[src/ssp_pkg.sv]
// ----------------------------------------------------------------------------
// ssp_pkg
// shared constants, types and helpers for the servo slew pwm controller
// ----------------------------------------------------------------------------
`default_nettype none

package ssp_pkg;

  localparam int CHANNELS = 7;

  localparam int CH_W     = 3;
  localparam int ANG_W    = 12;
  localparam int DUTY_W   = 16;
  localparam int LIM_W    = 56;
  localparam int STEP_W   = 12;
  localparam int PULSE_W  = 15;
  localparam int DATA_W   = 64;
  localparam int ADDR_W   = 6;

  localparam logic [CH_W-1:0]  LAST_CH   = CH_W'(CHANNELS - 1);
  localparam logic [ANG_W-1:0] RESET_POS = ANG_W'(1440);

  // snap window, half a degree
  localparam logic signed [ANG_W:0] SNAP_LIMIT = (ANG_W+1)'(8);

  // register reset values
  localparam logic [LIM_W-1:0]   MIN_ANGLES_RST = '0;
  localparam logic [LIM_W-1:0]   MAX_ANGLES_RST = 56'hB4B4B4B4B4B4B4;
  localparam logic [STEP_W-1:0]  STEP_RST       = STEP_W'(48);
  localparam logic [PULSE_W-1:0] PMIN_RST       = PULSE_W'(500);
  localparam logic [PULSE_W-1:0] PMAX_RST       = PULSE_W'(2500);

  // register index (byte address / 8)
  localparam logic [2:0] REG_MIN_ANGLES = 3'd0;
  localparam logic [2:0] REG_MAX_ANGLES = 3'd1;
  localparam logic [2:0] REG_STEP_LIMIT = 3'd2;
  localparam logic [2:0] REG_PULSE_MIN  = 3'd3;
  localparam logic [2:0] REG_PULSE_MAX  = 3'd4;

  // duty = floor(num * 65535 / 57600000) = floor(num * 4369 / (2^11 * 1875))
  localparam int NUM_W      = 30;                    // signed numerator
  localparam int BASE_W     = 27;                    // pulse_min * 2880
  localparam logic [11:0] DEG_SCALE = 12'd2880;
  localparam logic [12:0] DUTY_MUL  = 13'd4369;
  localparam int DUTY_SHIFT = 11;
  localparam int Q_W        = 29;
  localparam int QS_W       = 27;                    // q below saturation
  localparam logic [Q_W-1:0] Q_SAT = Q_W'(122880000); // 65536 * 1875
  // ceil(2^38 / 1875): exact for q < 2^27
  localparam logic [27:0] RECIP       = 28'd146601551;
  localparam int          RECIP_SHIFT = 38;

  typedef struct packed {
    logic [LIM_W-1:0]   min_angles;
    logic [LIM_W-1:0]   max_angles;
    logic [STEP_W-1:0]  step_limit;
    logic [PULSE_W-1:0] pulse_min_us;
    logic [PULSE_W-1:0] pulse_max_us;
  } cfg_t;

  typedef struct packed {
    logic            wr_target;  // store a set-target word
    logic            step;       // slew update of channel idx
    logic            prod;       // numerator
    logic            scale;      // scale by 4369 / 2048
    logic            emit;       // reciprocal divide, load result
    logic [CH_W-1:0] idx;
  } dp_cmd_t;

  typedef struct packed {
    logic out_free;
  } dp_stat_t;

  // channel limit in sixteenths of a degree
  function automatic logic [ANG_W-1:0] lim_of(input logic [LIM_W-1:0] angles,
                                              input logic [CH_W-1:0]  ch);
    logic [LIM_W-1:0] sh;
    sh = angles >> {ch, 3'b000};
    return {sh[7:0], 4'b0000};
  endfunction

  // lower limit wins first, then upper
  function automatic logic [ANG_W-1:0] clamp_lim(input logic [ANG_W-1:0] x,
                                                 input logic [ANG_W-1:0] lo,
                                                 input logic [ANG_W-1:0] hi);
    logic [ANG_W-1:0] r;
    if (x < lo) begin
      r = lo;
    end else if (x > hi) begin
      r = hi;
    end else begin
      r = x;
    end
    return r;
  endfunction

endpackage

`default_nettype wire

[src/ssp_if.sv]
// ----------------------------------------------------------------------------
// ssp_if
// request and result channels of the servo slew pwm controller
// ----------------------------------------------------------------------------
`default_nettype none

interface ssp_req_if;
  logic                        valid;
  logic                        ready;
  logic                        cmd;
  logic [ssp_pkg::CH_W-1:0]    channel;
  logic [ssp_pkg::ANG_W-1:0]   target_angle;

  modport source (output valid, cmd, channel, target_angle, input ready);
  modport sink   (input valid, cmd, channel, target_angle, output ready);
endinterface

interface ssp_rsp_if;
  logic                        valid;
  logic                        ready;
  logic [ssp_pkg::CH_W-1:0]    servo_index;
  logic [ssp_pkg::DUTY_W-1:0]  duty;
  logic                        last;

  modport source (output valid, servo_index, duty, last, input ready);
  modport sink   (input valid, servo_index, duty, last, output ready);
endinterface

`default_nettype wire

[src/ssp_regs.sv]
// ----------------------------------------------------------------------------
// ssp_regs
// apb configuration registers
// ----------------------------------------------------------------------------
`default_nettype none

module ssp_regs (
  input  wire logic                         clk,
  input  wire logic                         rst,
  input  wire logic                         psel,
  input  wire logic                         penable,
  input  wire logic                         pwrite,
  input  wire logic [ssp_pkg::ADDR_W-1:0]   paddr,
  input  wire logic [ssp_pkg::DATA_W-1:0]   pwdata,
  output logic      [ssp_pkg::DATA_W-1:0]   prdata,
  output logic                              pready,
  output ssp_pkg::cfg_t                     cfg
);

  logic       wr_en;
  logic [2:0] reg_idx;

  assign pready  = 1'b1;
  assign wr_en   = psel && penable && pwrite;
  assign reg_idx = paddr[ssp_pkg::ADDR_W-1:3];

  always_ff @(posedge clk) begin
    if (rst) begin
      cfg.min_angles   <= ssp_pkg::MIN_ANGLES_RST;
      cfg.max_angles   <= ssp_pkg::MAX_ANGLES_RST;
      cfg.step_limit   <= ssp_pkg::STEP_RST;
      cfg.pulse_min_us <= ssp_pkg::PMIN_RST;
      cfg.pulse_max_us <= ssp_pkg::PMAX_RST;
    end else if (wr_en) begin
      unique case (reg_idx)
        ssp_pkg::REG_MIN_ANGLES: cfg.min_angles   <= pwdata[ssp_pkg::LIM_W-1:0];
        ssp_pkg::REG_MAX_ANGLES: cfg.max_angles   <= pwdata[ssp_pkg::LIM_W-1:0];
        ssp_pkg::REG_STEP_LIMIT: cfg.step_limit   <= pwdata[ssp_pkg::STEP_W-1:0];
        ssp_pkg::REG_PULSE_MIN:  cfg.pulse_min_us <= pwdata[ssp_pkg::PULSE_W-1:0];
        ssp_pkg::REG_PULSE_MAX:  cfg.pulse_max_us <= pwdata[ssp_pkg::PULSE_W-1:0];
        default: ;
      endcase
    end
  end

  always_comb begin
    unique case (reg_idx)
      ssp_pkg::REG_MIN_ANGLES: prdata = ssp_pkg::DATA_W'(cfg.min_angles);
      ssp_pkg::REG_MAX_ANGLES: prdata = ssp_pkg::DATA_W'(cfg.max_angles);
      ssp_pkg::REG_STEP_LIMIT: prdata = ssp_pkg::DATA_W'(cfg.step_limit);
      ssp_pkg::REG_PULSE_MIN:  prdata = ssp_pkg::DATA_W'(cfg.pulse_min_us);
      ssp_pkg::REG_PULSE_MAX:  prdata = ssp_pkg::DATA_W'(cfg.pulse_max_us);
      default:                 prdata = '0;
    endcase
  end

endmodule

`default_nettype wire

[src/ssp_ctrl.sv]
// ----------------------------------------------------------------------------
// ssp_ctrl
// sequencer: accepts words, walks channels on a tick
// ----------------------------------------------------------------------------
`default_nettype none

module ssp_ctrl (
  input  wire logic              clk,
  input  wire logic              rst,
  input  wire logic              req_valid,
  input  wire logic              req_cmd,
  output logic                   req_ready,
  input  wire ssp_pkg::dp_stat_t stat,
  output ssp_pkg::dp_cmd_t       cmd
);

  typedef enum logic [4:0] {
    S_IDLE  = 5'b00001,
    S_STEP  = 5'b00010,
    S_PROD  = 5'b00100,
    S_SCALE = 5'b01000,
    S_EMIT  = 5'b10000
  } state_t;

  state_t                   state, state_next;
  logic [ssp_pkg::CH_W-1:0] idx, idx_next;
  logic                     accept;

  assign req_ready = (state == S_IDLE);
  assign accept    = req_valid && req_ready;

  always_comb begin
    state_next = state;
    idx_next   = idx;
    unique case (state)
      S_IDLE: begin
        if (accept && req_cmd) begin
          state_next = S_STEP;
          idx_next   = '0;
        end
      end
      S_STEP:  state_next = S_PROD;
      S_PROD:  state_next = S_SCALE;
      S_SCALE: state_next = S_EMIT;
      S_EMIT: begin
        if (stat.out_free) begin
          if (idx == ssp_pkg::LAST_CH) begin
            state_next = S_IDLE;
          end else begin
            state_next = S_STEP;
            idx_next   = idx + 1'b1;
          end
        end
      end
      default: state_next = S_IDLE;
    endcase
  end

  always_comb begin
    cmd.wr_target = accept && !req_cmd;
    cmd.step      = (state == S_STEP);
    cmd.prod      = (state == S_PROD);
    cmd.scale     = (state == S_SCALE);
    cmd.emit      = (state == S_EMIT) && stat.out_free;
    cmd.idx       = idx;
  end

  always_ff @(posedge clk) begin
    if (rst) begin
      state <= S_IDLE;
      idx   <= '0;
    end else begin
      state <= state_next;
      idx   <= idx_next;
    end
  end

endmodule

`default_nettype wire

[src/ssp_dp.sv]
// ----------------------------------------------------------------------------
// ssp_dp
// position store, slew update and duty arithmetic
// ----------------------------------------------------------------------------
`default_nettype none

module ssp_dp (
  input  wire logic                          clk,
  input  wire logic                          rst,
  input  wire ssp_pkg::cfg_t                 cfg,
  input  wire ssp_pkg::dp_cmd_t              cmd,
  output ssp_pkg::dp_stat_t                  stat,
  input  wire logic [ssp_pkg::CH_W-1:0]      in_channel,
  input  wire logic [ssp_pkg::ANG_W-1:0]     in_angle,
  output logic                               out_valid,
  input  wire logic                          out_ready,
  output logic      [ssp_pkg::CH_W-1:0]      out_index,
  output logic      [ssp_pkg::DUTY_W-1:0]    out_duty,
  output logic                               out_last
);

  localparam int AW = ssp_pkg::ANG_W;

  logic [AW-1:0] target_pos  [ssp_pkg::CHANNELS];
  logic [AW-1:0] current_pos [ssp_pkg::CHANNELS];

  // set target
  logic [AW-1:0] tgt_clamped;
  logic          ch_ok;

  // slew
  logic [AW-1:0]        tgt, cur, new_cur, a_next;
  logic signed [AW:0]   diff, s_pos, s_neg, move;
  logic [AW:0]          sum;

  // arithmetic pipeline
  logic [AW-1:0]                       a;
  logic signed [ssp_pkg::PULSE_W:0]    span;
  logic signed [AW+ssp_pkg::PULSE_W:0] prod;
  logic [ssp_pkg::BASE_W-1:0]          base;
  logic signed [ssp_pkg::NUM_W-1:0]    num, num_next;
  logic [ssp_pkg::Q_W+12:0]            scaled;
  logic [ssp_pkg::Q_W-1:0]             q;
  logic                                neg;
  logic [ssp_pkg::QS_W+27:0]           recip_prod;
  logic [ssp_pkg::DUTY_W-1:0]          duty_next;

  assign stat.out_free = !out_valid || out_ready;

  assign ch_ok       = (int'(in_channel) < ssp_pkg::CHANNELS);
  assign tgt_clamped = ssp_pkg::clamp_lim(in_angle,
                                          ssp_pkg::lim_of(cfg.min_angles, in_channel),
                                          ssp_pkg::lim_of(cfg.max_angles, in_channel));

  // slew update: snap inside half a degree, else move by at most step_limit
  always_comb begin
    tgt   = target_pos[cmd.idx];
    cur   = current_pos[cmd.idx];
    diff  = $signed({1'b0, tgt}) - $signed({1'b0, cur});
    s_pos = $signed({1'b0, cfg.step_limit});
    s_neg = -s_pos;
    if (diff < s_neg) begin
      move = s_neg;
    end else if (diff > s_pos) begin
      move = s_pos;
    end else begin
      move = diff;
    end
    sum = {1'b0, cur} + move;
    if (diff < ssp_pkg::SNAP_LIMIT && diff > -ssp_pkg::SNAP_LIMIT) begin
      new_cur = tgt;
    end else begin
      new_cur = sum[AW-1:0];
    end
    a_next = ssp_pkg::clamp_lim(new_cur,
                                ssp_pkg::lim_of(cfg.min_angles, cmd.idx),
                                ssp_pkg::lim_of(cfg.max_angles, cmd.idx));
  end

  always_ff @(posedge clk) begin
    if (rst) begin
      for (int i = 0; i < ssp_pkg::CHANNELS; i++) begin
        target_pos[i]  <= ssp_pkg::RESET_POS;
        current_pos[i] <= ssp_pkg::RESET_POS;
      end
    end else begin
      if (cmd.wr_target && ch_ok) begin
        target_pos[in_channel] <= tgt_clamped;
      end
      if (cmd.step) begin
        current_pos[cmd.idx] <= new_cur;
      end
    end
  end

  // numerator: pulse_min * 2880 + a * (pulse_max - pulse_min)
  always_comb begin
    span     = $signed({1'b0, cfg.pulse_max_us}) - $signed({1'b0, cfg.pulse_min_us});
    prod     = $signed({1'b0, a}) * span;
    base     = ssp_pkg::BASE_W'(cfg.pulse_min_us) * ssp_pkg::BASE_W'(ssp_pkg::DEG_SCALE);
    num_next = $signed({3'b000, base}) + ssp_pkg::NUM_W'(prod);
  end

  // scale by 4369 and drop 11 bits, then reciprocal of 1875
  always_comb begin
    scaled     = num[ssp_pkg::Q_W-1:0] * ssp_pkg::DUTY_MUL;
    recip_prod = q[ssp_pkg::QS_W-1:0] * ssp_pkg::RECIP;
    if (neg) begin
      duty_next = '0;
    end else if (q >= ssp_pkg::Q_SAT) begin
      duty_next = '1;
    end else begin
      duty_next = recip_prod[ssp_pkg::RECIP_SHIFT +: ssp_pkg::DUTY_W];
    end
  end

  always_ff @(posedge clk) begin
    if (cmd.step) begin
      a <= a_next;
    end
    if (cmd.prod) begin
      num <= num_next;
    end
    if (cmd.scale) begin
      q   <= scaled[ssp_pkg::DUTY_SHIFT +: ssp_pkg::Q_W];
      neg <= num[ssp_pkg::NUM_W-1];
    end
  end

  // result register
  always_ff @(posedge clk) begin
    if (rst) begin
      out_valid <= 1'b0;
    end else if (cmd.emit) begin
      out_valid <= 1'b1;
    end else if (out_ready) begin
      out_valid <= 1'b0;
    end
  end

  always_ff @(posedge clk) begin
    if (cmd.emit) begin
      out_index <= cmd.idx;
      out_duty  <= duty_next;
      out_last  <= (cmd.idx == ssp_pkg::LAST_CH);
    end
  end

endmodule

`default_nettype wire

[src/servo_slew_pwm_controller.sv]
// ----------------------------------------------------------------------------
// servo_slew_pwm_controller
// slew-limited multi-channel servo position to pwm duty converter
// ----------------------------------------------------------------------------
//
//  channel  dir  handshake       word contents
//  -------  ---  --------------  -----------------------------------------
//  req      in   valid / ready   cmd, channel, target_angle
//  rsp      out  valid / ready   servo_index, duty, last
//  apb      in   psel / penable  min/max angles, step limit, pulse widths
//
//  a set-target word is taken while idle and gives no result
//  a tick word walks the seven channels in order; each channel goes through
//  slew update, numerator multiply, scale multiply and reciprocal multiply
//  into the result register, and no new word is taken until the walk ends
//  the result register decouples the two sides; while it is full and not
//  taken the walk holds at the last multiply stage
//  reset (synchronous, active high) returns every channel to ninety degrees
//  and the configuration registers to their defaults
//
// ----------------------------------------------------------------------------
`default_nettype none

module servo_slew_pwm_controller (
  input  wire logic                         clk,
  input  wire logic                         rst,
  ssp_req_if.sink                           req,
  ssp_rsp_if.source                         rsp,
  input  wire logic                         psel,
  input  wire logic                         penable,
  input  wire logic                         pwrite,
  input  wire logic [ssp_pkg::ADDR_W-1:0]   paddr,
  input  wire logic [ssp_pkg::DATA_W-1:0]   pwdata,
  output logic      [ssp_pkg::DATA_W-1:0]   prdata,
  output logic                              pready
);

  ssp_pkg::cfg_t     cfg;
  ssp_pkg::dp_cmd_t  dp_cmd;
  ssp_pkg::dp_stat_t dp_stat;

  // configuration registers; the user must write them only while idle, the block itself does not enforce it
  ssp_regs u_regs (
    .clk     (clk),
    .rst     (rst),
    .psel    (psel),
    .penable (penable),
    .pwrite  (pwrite),
    .paddr   (paddr),
    .pwdata  (pwdata),
    .prdata  (prdata),
    .pready  (pready),
    .cfg     (cfg)
  );

  // sequencer owns the request handshake and the channel counter
  ssp_ctrl u_ctrl (
    .clk       (clk),
    .rst       (rst),
    .req_valid (req.valid),
    .req_cmd   (req.cmd),
    .req_ready (req.ready),
    .stat      (dp_stat),
    .cmd       (dp_cmd)
  );

  // positions, slew and duty arithmetic, result register
  ssp_dp u_dp (
    .clk        (clk),
    .rst        (rst),
    .cfg        (cfg),
    .cmd        (dp_cmd),
    .stat       (dp_stat),
    .in_channel (req.channel),
    .in_angle   (req.target_angle),
    .out_valid  (rsp.valid),
    .out_ready  (rsp.ready),
    .out_index  (rsp.servo_index),
    .out_duty   (rsp.duty),
    .out_last   (rsp.last)
  );

endmodule

`default_nettype wire

[src/flat_wrapper.sv]
// flat-port wrapper written by rule: the top's interface ports become plain ports
module servo_slew_pwm_controller_flat 
  (clk, rst, psel, penable, pwrite, paddr, pwdata, prdata, pready, req_valid, req_cmd, req_channel, req_target_angle, req_ready, rsp_valid, rsp_servo_index, rsp_duty, rsp_last, rsp_ready);
  ssp_req_if req_i ();
  ssp_rsp_if rsp_i ();
  input  wire logic clk;
  input  wire logic rst;
  input  wire logic psel;
  input  wire logic penable;
  input  wire logic pwrite;
  input  wire logic [ssp_pkg::ADDR_W-1:0] paddr;
  input  wire logic [ssp_pkg::DATA_W-1:0] pwdata;
  output logic      [ssp_pkg::DATA_W-1:0] prdata;
  output logic pready;
  input wire logic [$bits(req_i.valid)-1:0] req_valid;
  input wire logic [$bits(req_i.cmd)-1:0] req_cmd;
  input wire logic [$bits(req_i.channel)-1:0] req_channel;
  input wire logic [$bits(req_i.target_angle)-1:0] req_target_angle;
  output wire logic [$bits(req_i.ready)-1:0] req_ready;
  output wire logic [$bits(rsp_i.valid)-1:0] rsp_valid;
  output wire logic [$bits(rsp_i.servo_index)-1:0] rsp_servo_index;
  output wire logic [$bits(rsp_i.duty)-1:0] rsp_duty;
  output wire logic [$bits(rsp_i.last)-1:0] rsp_last;
  input wire logic [$bits(rsp_i.ready)-1:0] rsp_ready;
  assign req_i.valid = req_valid;
  assign req_i.cmd = req_cmd;
  assign req_i.channel = req_channel;
  assign req_i.target_angle = req_target_angle;
  assign req_ready = req_i.ready;
  assign rsp_valid = rsp_i.valid;
  assign rsp_servo_index = rsp_i.servo_index;
  assign rsp_duty = rsp_i.duty;
  assign rsp_last = rsp_i.last;
  assign rsp_i.ready = rsp_ready;
  servo_slew_pwm_controller u_core (.clk(clk), .rst(rst), .req(req_i), .rsp(rsp_i), .psel(psel), .penable(penable), .pwrite(pwrite), .paddr(paddr), .pwdata(pwdata), .prdata(prdata), .pready(pready));
endmodule
[config.mk]
export PLATFORM = sky130hd
export DESIGN_NAME = servo_slew_pwm_controller_flat
export DESIGN_NICKNAME = d
export VERILOG_FILES = /design/src/ssp_pkg.sv /design/src/ssp_if.sv /design/src/ssp_regs.sv /design/src/ssp_ctrl.sv /design/src/ssp_dp.sv /design/src/servo_slew_pwm_controller.sv /design/src/flat_wrapper.sv
export SDC_FILE = /design/constraint.sdc
export NUM_CORES = 2
export LEC_CHECK = 0
export ABC_AREA = 1
export BUFFER_PORTS_ARGS = -buffer_cell sky130_fd_sc_hd__buf_2
export CAP_MARGIN = 0
export CORE_AREA = 2 2 381 383
export CTS_CLUSTER_DIAMETER = 80
export DETAILED_ROUTE_END_ITERATION = 8
export DIE_AREA = 0 0 383 385
export SLEW_MARGIN = 40
export SYNTH_ARGS = -nofsm -noshare
export SYNTH_HDL_FRONTEND = slang
export SYNTH_SLANG_ARGS = --single-unit
[constraint.sdc]
create_clock -name clk -period 7.9 [get_ports clk]
set_input_delay 0 -clock clk [delete_from_list [all_inputs] [get_ports clk]]
set_output_delay 0 -clock clk [all_outputs]
set_load 0.01 [all_outputs]
Yosys cells after proc, flatten, opt, wreduce, memory -nomap -nowiden
Memory sizes are Yosys's and may differ from the RTL's. A register that Yosys moved wholly into a read port is not among the register bits.
Cells that the tools add are included.

word-level totals
  logic and storage cells = 116
  memories = 2
  flip-flop bits (word level) = 255
  bits of input ports = 93
  memory bits (writable) = 168

memory list
  memory                   depth  bits a word  read ports  clocked after Yosys merged registers in  wr ports  line          source
  u_core.u_dp.current_pos  7      12           1           1                                        7         ssp_dp.sv:25  logic [AW-1:0] current_pos [ssp_pkg::CHANNELS];
  u_core.u_dp.target_pos   7      12           1           1                                        7         ssp_dp.sv:24  logic [AW-1:0] target_pos [ssp_pkg::CHANNELS];

operators by class
  $lt $le $gt $ge = 10
  eq/ne operators = 13
  shifts and indexed selects = 4
  $mul = 4
  reduce and logical (&&, ||, !) cells = 24
  $add $sub $neg = 6
  mux-type cells = 37

operators with widths
  operator                                                                        count
  56-bit case mux with 5 select lines                                             1
  56-bit by 6-bit right shift with 8-bit output                                   4
  12-bit 2-to-1 mux                                                               9
  27-bit by 28-bit multiplier with 54-bit output (second input constant)          1
  29-bit by 13-bit multiplier with 40-bit output (second input constant)          1
  28-bit by 28-bit adder with 29-bit output                                       1
  29-bit by 27-bit >= comparator with 1-bit output (second input constant)        1
  13-bit by 16-bit multiplier with 28-bit output                                  1
  3-bit 2-to-1 mux                                                                9
  5-bit case mux with 5 select lines                                              1
  12-bit > comparator                                                             2
  12-bit less-than comparator                                                     2
  12-bit OR reduction                                                             2
  15-bit by 6-bit multiplier with 21-bit output (second input constant)           1
  16-bit 2-to-1 mux                                                               1
  15-bit by 15-bit subtractor with 16-bit output                                  1
  13-bit > comparator                                                             1
  13-bit by 4-bit > comparator with 1-bit output (second input constant)          1
  13-bit less-than comparator                                                     1
  13-bit by 5-bit less-than comparator with 1-bit output (second input constant)  1
  12-bit negator with 13-bit output                                               1
  12-bit by 12-bit subtractor with 13-bit output                                  1
  12-bit adder                                                                    1
  1-bit 2-to-1 mux                                                                12
  23 further kinds                                                                41

Logic depth before layout (Yosys ltp)
  depth in word-level cells = 9
  gate-level depth with buffers = 63
  gate-level depth less buffers = 60

Modules after synthesis
Synthesis repeated with hierarchy kept, for this count alone.

second synthesis, totals
  cell total of the unflattened synthesis = 6361
  area total of the unflattened synthesis = 51049.0 µm²

by module, submodules not included
  module    area each (µm²)  times used  seq. area each (µm²)  cells an instance
  ssp_dp    43221.5          1           8277.9                5130
  ssp_regs  7314.5           1           3083.0                1162
  ssp_ctrl  513.0            1           160.2                 69

Worst setup path after synthesis
No wires, ideal clock.

  path kind = register to register
  from = register u_core.u_regs.cfg[0] (netlist name)
  to = register u_core.u_dp.num[27] (netlist bit), data pin
  cell stages (with the launch flop) = 43
  period minus slack after synthesis = 8020 ps
  setup slack = -120 ps
  data arrival time = 7753 ps
  cells stage by stage = dfxtp_1 > inv_1 > ha_1 > fa_1 > nand3b_1 > nand2_1 > a21oi_1 > o21ai_0 > nand2_1 > nand2_1 > nand2_1 > nand2_1 > a31oi_1 > xnor2_1 > inv_1 > nor2_1 > fa_1 > inv_1 > [7 not listed] > ha_1 > nand2_1 > nor3_1 > nand2_1 > o211ai_1 > a21boi_1 > o21ai_1 > a21boi_1 > o21ai_1 > a21boi_1 > xnor2_1 > ha_1 > nand2_1 > nor2_1 > a2111oi_0 > nand3_1 > a31oi_1 > xor2_1

between the ends
  cells in the longest elaborated chain, start to end = 3

ends and longest elaborated chain
  what                                            line           source
  15-bit by 15-bit subtractor with 16-bit output  ssp_dp.sv:98   span = $signed({1'b0, cfg.pulse_max_us}) - $signed({1'b0, cfg.pulse_min_us});
  13-bit by 16-bit multiplier with 28-bit output  ssp_dp.sv:99   prod = $signed({1'b0, a}) * span;
  28-bit by 28-bit adder with 29-bit output       ssp_dp.sv:101  num_next = $signed({3'b000, base}) + ssp_pkg::NUM_W'(prod);
  named net u_core.u_dp.num_next (one bit)        ssp_dp.sv:41   logic signed [ssp_pkg::NUM_W-1:0] num, num_next;
  end signal: assignment                          ssp_dp.sv:122  num <= num_next;
  end: declaration                                ssp_dp.sv:41

The timed path passes the listed nets, and every way through them passes these cells.
A chain may end at the register's enable or synchronous reset.

Worst setup path after layout
  from = register u_core.u_regs.cfg[0] (netlist name)
  to = register u_core.u_dp.num[25] (netlist bit), data pin

between the ends
  cells in the longest elaborated chain, start to end = 3

ends and longest elaborated chain
  what                                            line
  15-bit by 15-bit subtractor with 16-bit output  ssp_dp.sv:98
  13-bit by 16-bit multiplier with 28-bit output  ssp_dp.sv:99
  28-bit by 28-bit adder with 29-bit output       ssp_dp.sv:101
  named net u_core.u_dp.num_next (one bit)        ssp_dp.sv:41

The timed path passes the listed nets, and every way through them passes these cells.

==> results.ini <==
[floorplanning]
die_x_microns = 383
core_sq_mm = 0.143
die_h_microns = 385
start_util = 0.349
io_pins = 180
dieArea_sq_mm = 0.147
num_rows = 139

[global_route]
grt_max_degree = 93
grt_pass1_wl_microns = 245000
grt_pass1_vias = 42754
antenna_found_initial = 0
grt_usage = 0.211
grt.overflow.total = 0

[sta]
timing.fmax_ghz = 0.126
finalCritPeriodShare = 1.00
slew_viol_final = 0
fin_crit_ns = 7.92
setup_viol = 1
finClkSkew_ns = 0.0701
setup_ws_ns = -0.0155
hold_violations = 0
rsz0062_at_grt = yes
worst_pin_slew_ns = 0.868
maxSlewHeadroom = 0.421
finalSetupTns_ns = -0.0155

[setup_path]
critPathKind = reg2reg
critPathLaunchType = flip-flop
end_kind = flip-flop
critPathRequiredTime_ns = 8.27
slowest_stage = fa_1
cp_slowest_stage_delay_ns = 0.55
cp_num_buf_inv = 7
crit_family = adder cells
rrSetupSlack_ns = -0.02
cp_max_fo = 3
worst_r2r_path_depth = 41
arrival_ns = 8.29
rr_startpoint = u_core.u_regs.cfg[0]
timing.rr.end = u_core.u_dp.num[25]

[clock_tree]
clk_pin_slew_ns = 0.06
cts.sink_count = 449
numCtsBuffers = 56
insertion_delay_ns = 0.68
h-tree-depth = 2
cts_max_path_buffers = 3
clockRootBuffer = clkbuf_16
cts_tree = built

[yosys]
synth_top_area_share = 0.214
synth_edf_count = 259
ys_ff_latch = 449
synthArstFlopShare = 0
synth_area_leaders = fa_1 (21%), edfxtp_1 (16%), ha_1 (15%), inv_1 (9.3%), dfxtp_1 (7.6%)
syn_area_per_cell_sq_um = 8.35
yosys.cell_types.count = 67
synth_area_leader_cell = fa_1
synth-seq-area-share = 0.232
syn_inst = 5981
synth.cell_area_sq_mm = 0.0499
synthFlopType = edfxtp_1
synth_warnings = 0

[drt]
postRouteAntennaNets = 0
vias = 42383
wire_per_inst_microns = 18.6
totalWireLength_microns = 158000
first_pass_iters = 5
drt_iter0_drc = 2818
drt-vias-per-instance = 5.00
drc = 0

[placed_design]
dp_hpwl_microns = 128000
port_buffers = 159
dp_cells = 8250
gp_congestion = 0.947

[power]
ir_drop_v = 0.000609
switching_power_mw = 5.23
switching_share = 0.386
combPwrFrac = 0.603
p_leak_nw = 28.5
pwr-share-seq = 0.205
p_per_area_mw_per_mm2 = 228
power_frac_clock = 0.192
power_mw = 13.5
p_int_mw = 8.32

[cells_and_area]
fin_nets = 7751
drive_above_1_share = 0.145
layout.cells.non_filler = 8476
n_fill_cell = 14213
synthToLayoutAreaGrowth_pct = 19.0
fin_util = 0.415
seqCellArea_sq_mm = 0.0116
multi_input_area_sq_mm = 0.0339

[min_path]
min_delay_path_depth = 5
min_path_type = in2reg
holdPathEnd = u_core.u_dp.target_pos[6][6]
hold_start = req_target_angle[6]

[run_status]
failed_checks = negative setup slack
status = finished with violations

[flow_run]
max_cap_viol_count = 0

-- cell usage after synthesis, types with 5 or more instances --
library cell	instances
clkinv_1	9
inv_2	24
o31ai_1	19
nand2_1	731
dfxtp_1	190
a22o_1	5
buf_2	11
nor3_1	34
nand3_1	143
o21a_1	6
ha_1	599
a31oi_1	30
nand4_1	25
o221ai_1	22
a21o_1	8
o21ai_1	8
o211ai_1	56
o2111ai_1	5
nor2_2	10
o21bai_1	12
a21oi_1	397
o32ai_1	5
edfxtp_1	259
o21ai_0	498
a211oi_1	14
buf_4	10
nor4_1	19
a221oi_1	15
nand3b_1	15
fa_1	535
nand2_2	22
nor2_1	572
inv_1	1240
or2_2	24
clkbuf_1	150
xor2_1	89
xnor2_1	41
o22ai_1	69
-- what timing repair did --
action,CTS,global route
gates resized for setup,49,192
endpoints found under the setup margin,21,25
hold buffers,73,0
buffers inserted,21,20
hold endpoints to repair,231,0
cloned,0,8
pin swaps,44,93
-- routing by layer --
layer,share of wire,vias to the layer above,GRT usage
li1,-,20405,-
met1,0.43,20460,0.270
met2,0.48,1249,0.367
met3,0.054,269,0.0255
met4,0.037,0,0.0741
met5,0,-,0
-- layout make-up --
type,count,share of cell area
Antenna cell,1,0.0000421
Clock buffer,81,0.0262
Clock inverter,25,0.00516
Inverter,1274,0.0810
Multi-Input combinational cell,4102,0.570
Sequential cell,449,0.195
Tap cell,1903,0.0401
Timing Repair Buffer,641,0.0820
-- power groups by stage --
stage	combinational, mW	sequential [mW]	clock, mW
after floorplan	3.94	2.82	0
after global placement	6.57	2.83	0
after detailed placement	6.64	2.83	0
after CTS	7.24	2.78	2.64
after global routing	9.03	2.78	2.74
final	8.16	2.78	2.60
-- cell families after synthesis --
logic type,Yosys count,share of synthesized area
buffers and inverters,1450,0.110
other,2,0.000150
AOI/OAI and AO/OA,1189,0.133
and+or+nand+nor,1626,0.137
muxes,1,0.000200
xor gates and xnor gates,130,0.0228
adders and majority gates,1134,0.365
DFF,449,0.232
-- placed cells by master, fill, tap and decap left out, types with 20 or more instances in the layout --
cell type,synthesis,layout
xnor2_1,41,34
o22ai_1,69,66
nor2_2,10,31
dfxtp_1,190,183
a21oi_1,397,370
nand3_1,143,139
o21ai_0,498,470
clkbuf_16,0,62
inv_2,24,36
xor2_1,89,83
or2_2,24,24
dlygate4sd3_1,0,73
buf_4,10,381
nand2_1,731,700
nor2_1,572,549
nor3_1,34,29
a31oi_1,30,27
o211ai_1,56,56
o221ai_1,22,21
ha_4,0,20
a21oi_2,0,26
ha_1,599,579
edfxtp_1,259,259
nand2_2,22,51
inv_1,1240,1222
nand4_1,25,25
fa_1,535,531
buf_2,11,159
conb_1,2,21
-- worst register-to-register path, delay by kind of cell (launching register included) --
family,cells,cell delay [ns]
compound gates,11,1.74
xor+xnor,3,0.49
fa+ha+maj,9,3.57
buf+inv,7,0.48
flops,1,0.32
simple gates,11,1.06
-- how the worst max path moves through the flow --
| stage | start | end | slack (ns) | depth (start not counted) |
|---|---|---|---|---|
| 2_1_floorplan | u_core.u_regs.cfg[0] | u_core.u_dp.num[27] | 0.02 | 41 |
| 3_3_place_gp | u_core.u_regs.cfg[0] | u_core.u_dp.num[25] | -0.34 | 39 |
| 3_5_place_dp | u_core.u_regs.cfg[0] | u_core.u_dp.num[27] | -0.52 | 39 |
| 4_1_cts | u_core.u_regs.cfg[0] | u_core.u_dp.num[27] | -0.07 | 40 |
| 5_1_grt | u_core.u_regs.cfg[0] | u_core.u_dp.num[27] | -0.49 | 39 |
| 6_report | u_core.u_regs.cfg[0] | u_core.u_dp.num[25] | -0.02 | 41 |
-- registers in the layout (all words and copies together), names as in the netlist, named ones only --
name	count
u_core.u_regs.cfg	154
u_core.u_dp.num	29
u_core.u_ctrl.state	5
u_core.u_dp.out_last	1
u_core.u_dp.neg	1
u_core.u_dp.q	29
u_core.u_dp.out_valid	1
u_core.u_ctrl.idx	3
u_core.u_dp.out_index	3
u_core.u_dp.a	12
u_core.u_dp.target_pos	96
u_core.u_dp.current_pos	96
u_core.u_dp.out_duty	16
-- metrics by stage --
stage	setup slack [ns]	instance area, sq um	hold slack (ns)
3_3_place_gp	-0.341	55400	0.229
3_5_place_dp	-0.522	55400	0.230
4_1_cts	-0.0692	58400	0.0531
5_1_grt	-0.488	59400	0.125
6_report	-0.0155	59400	0.0923
2_1_floorplan	0.0211	50000	0.126
Power figures use the tool's default switching activity.
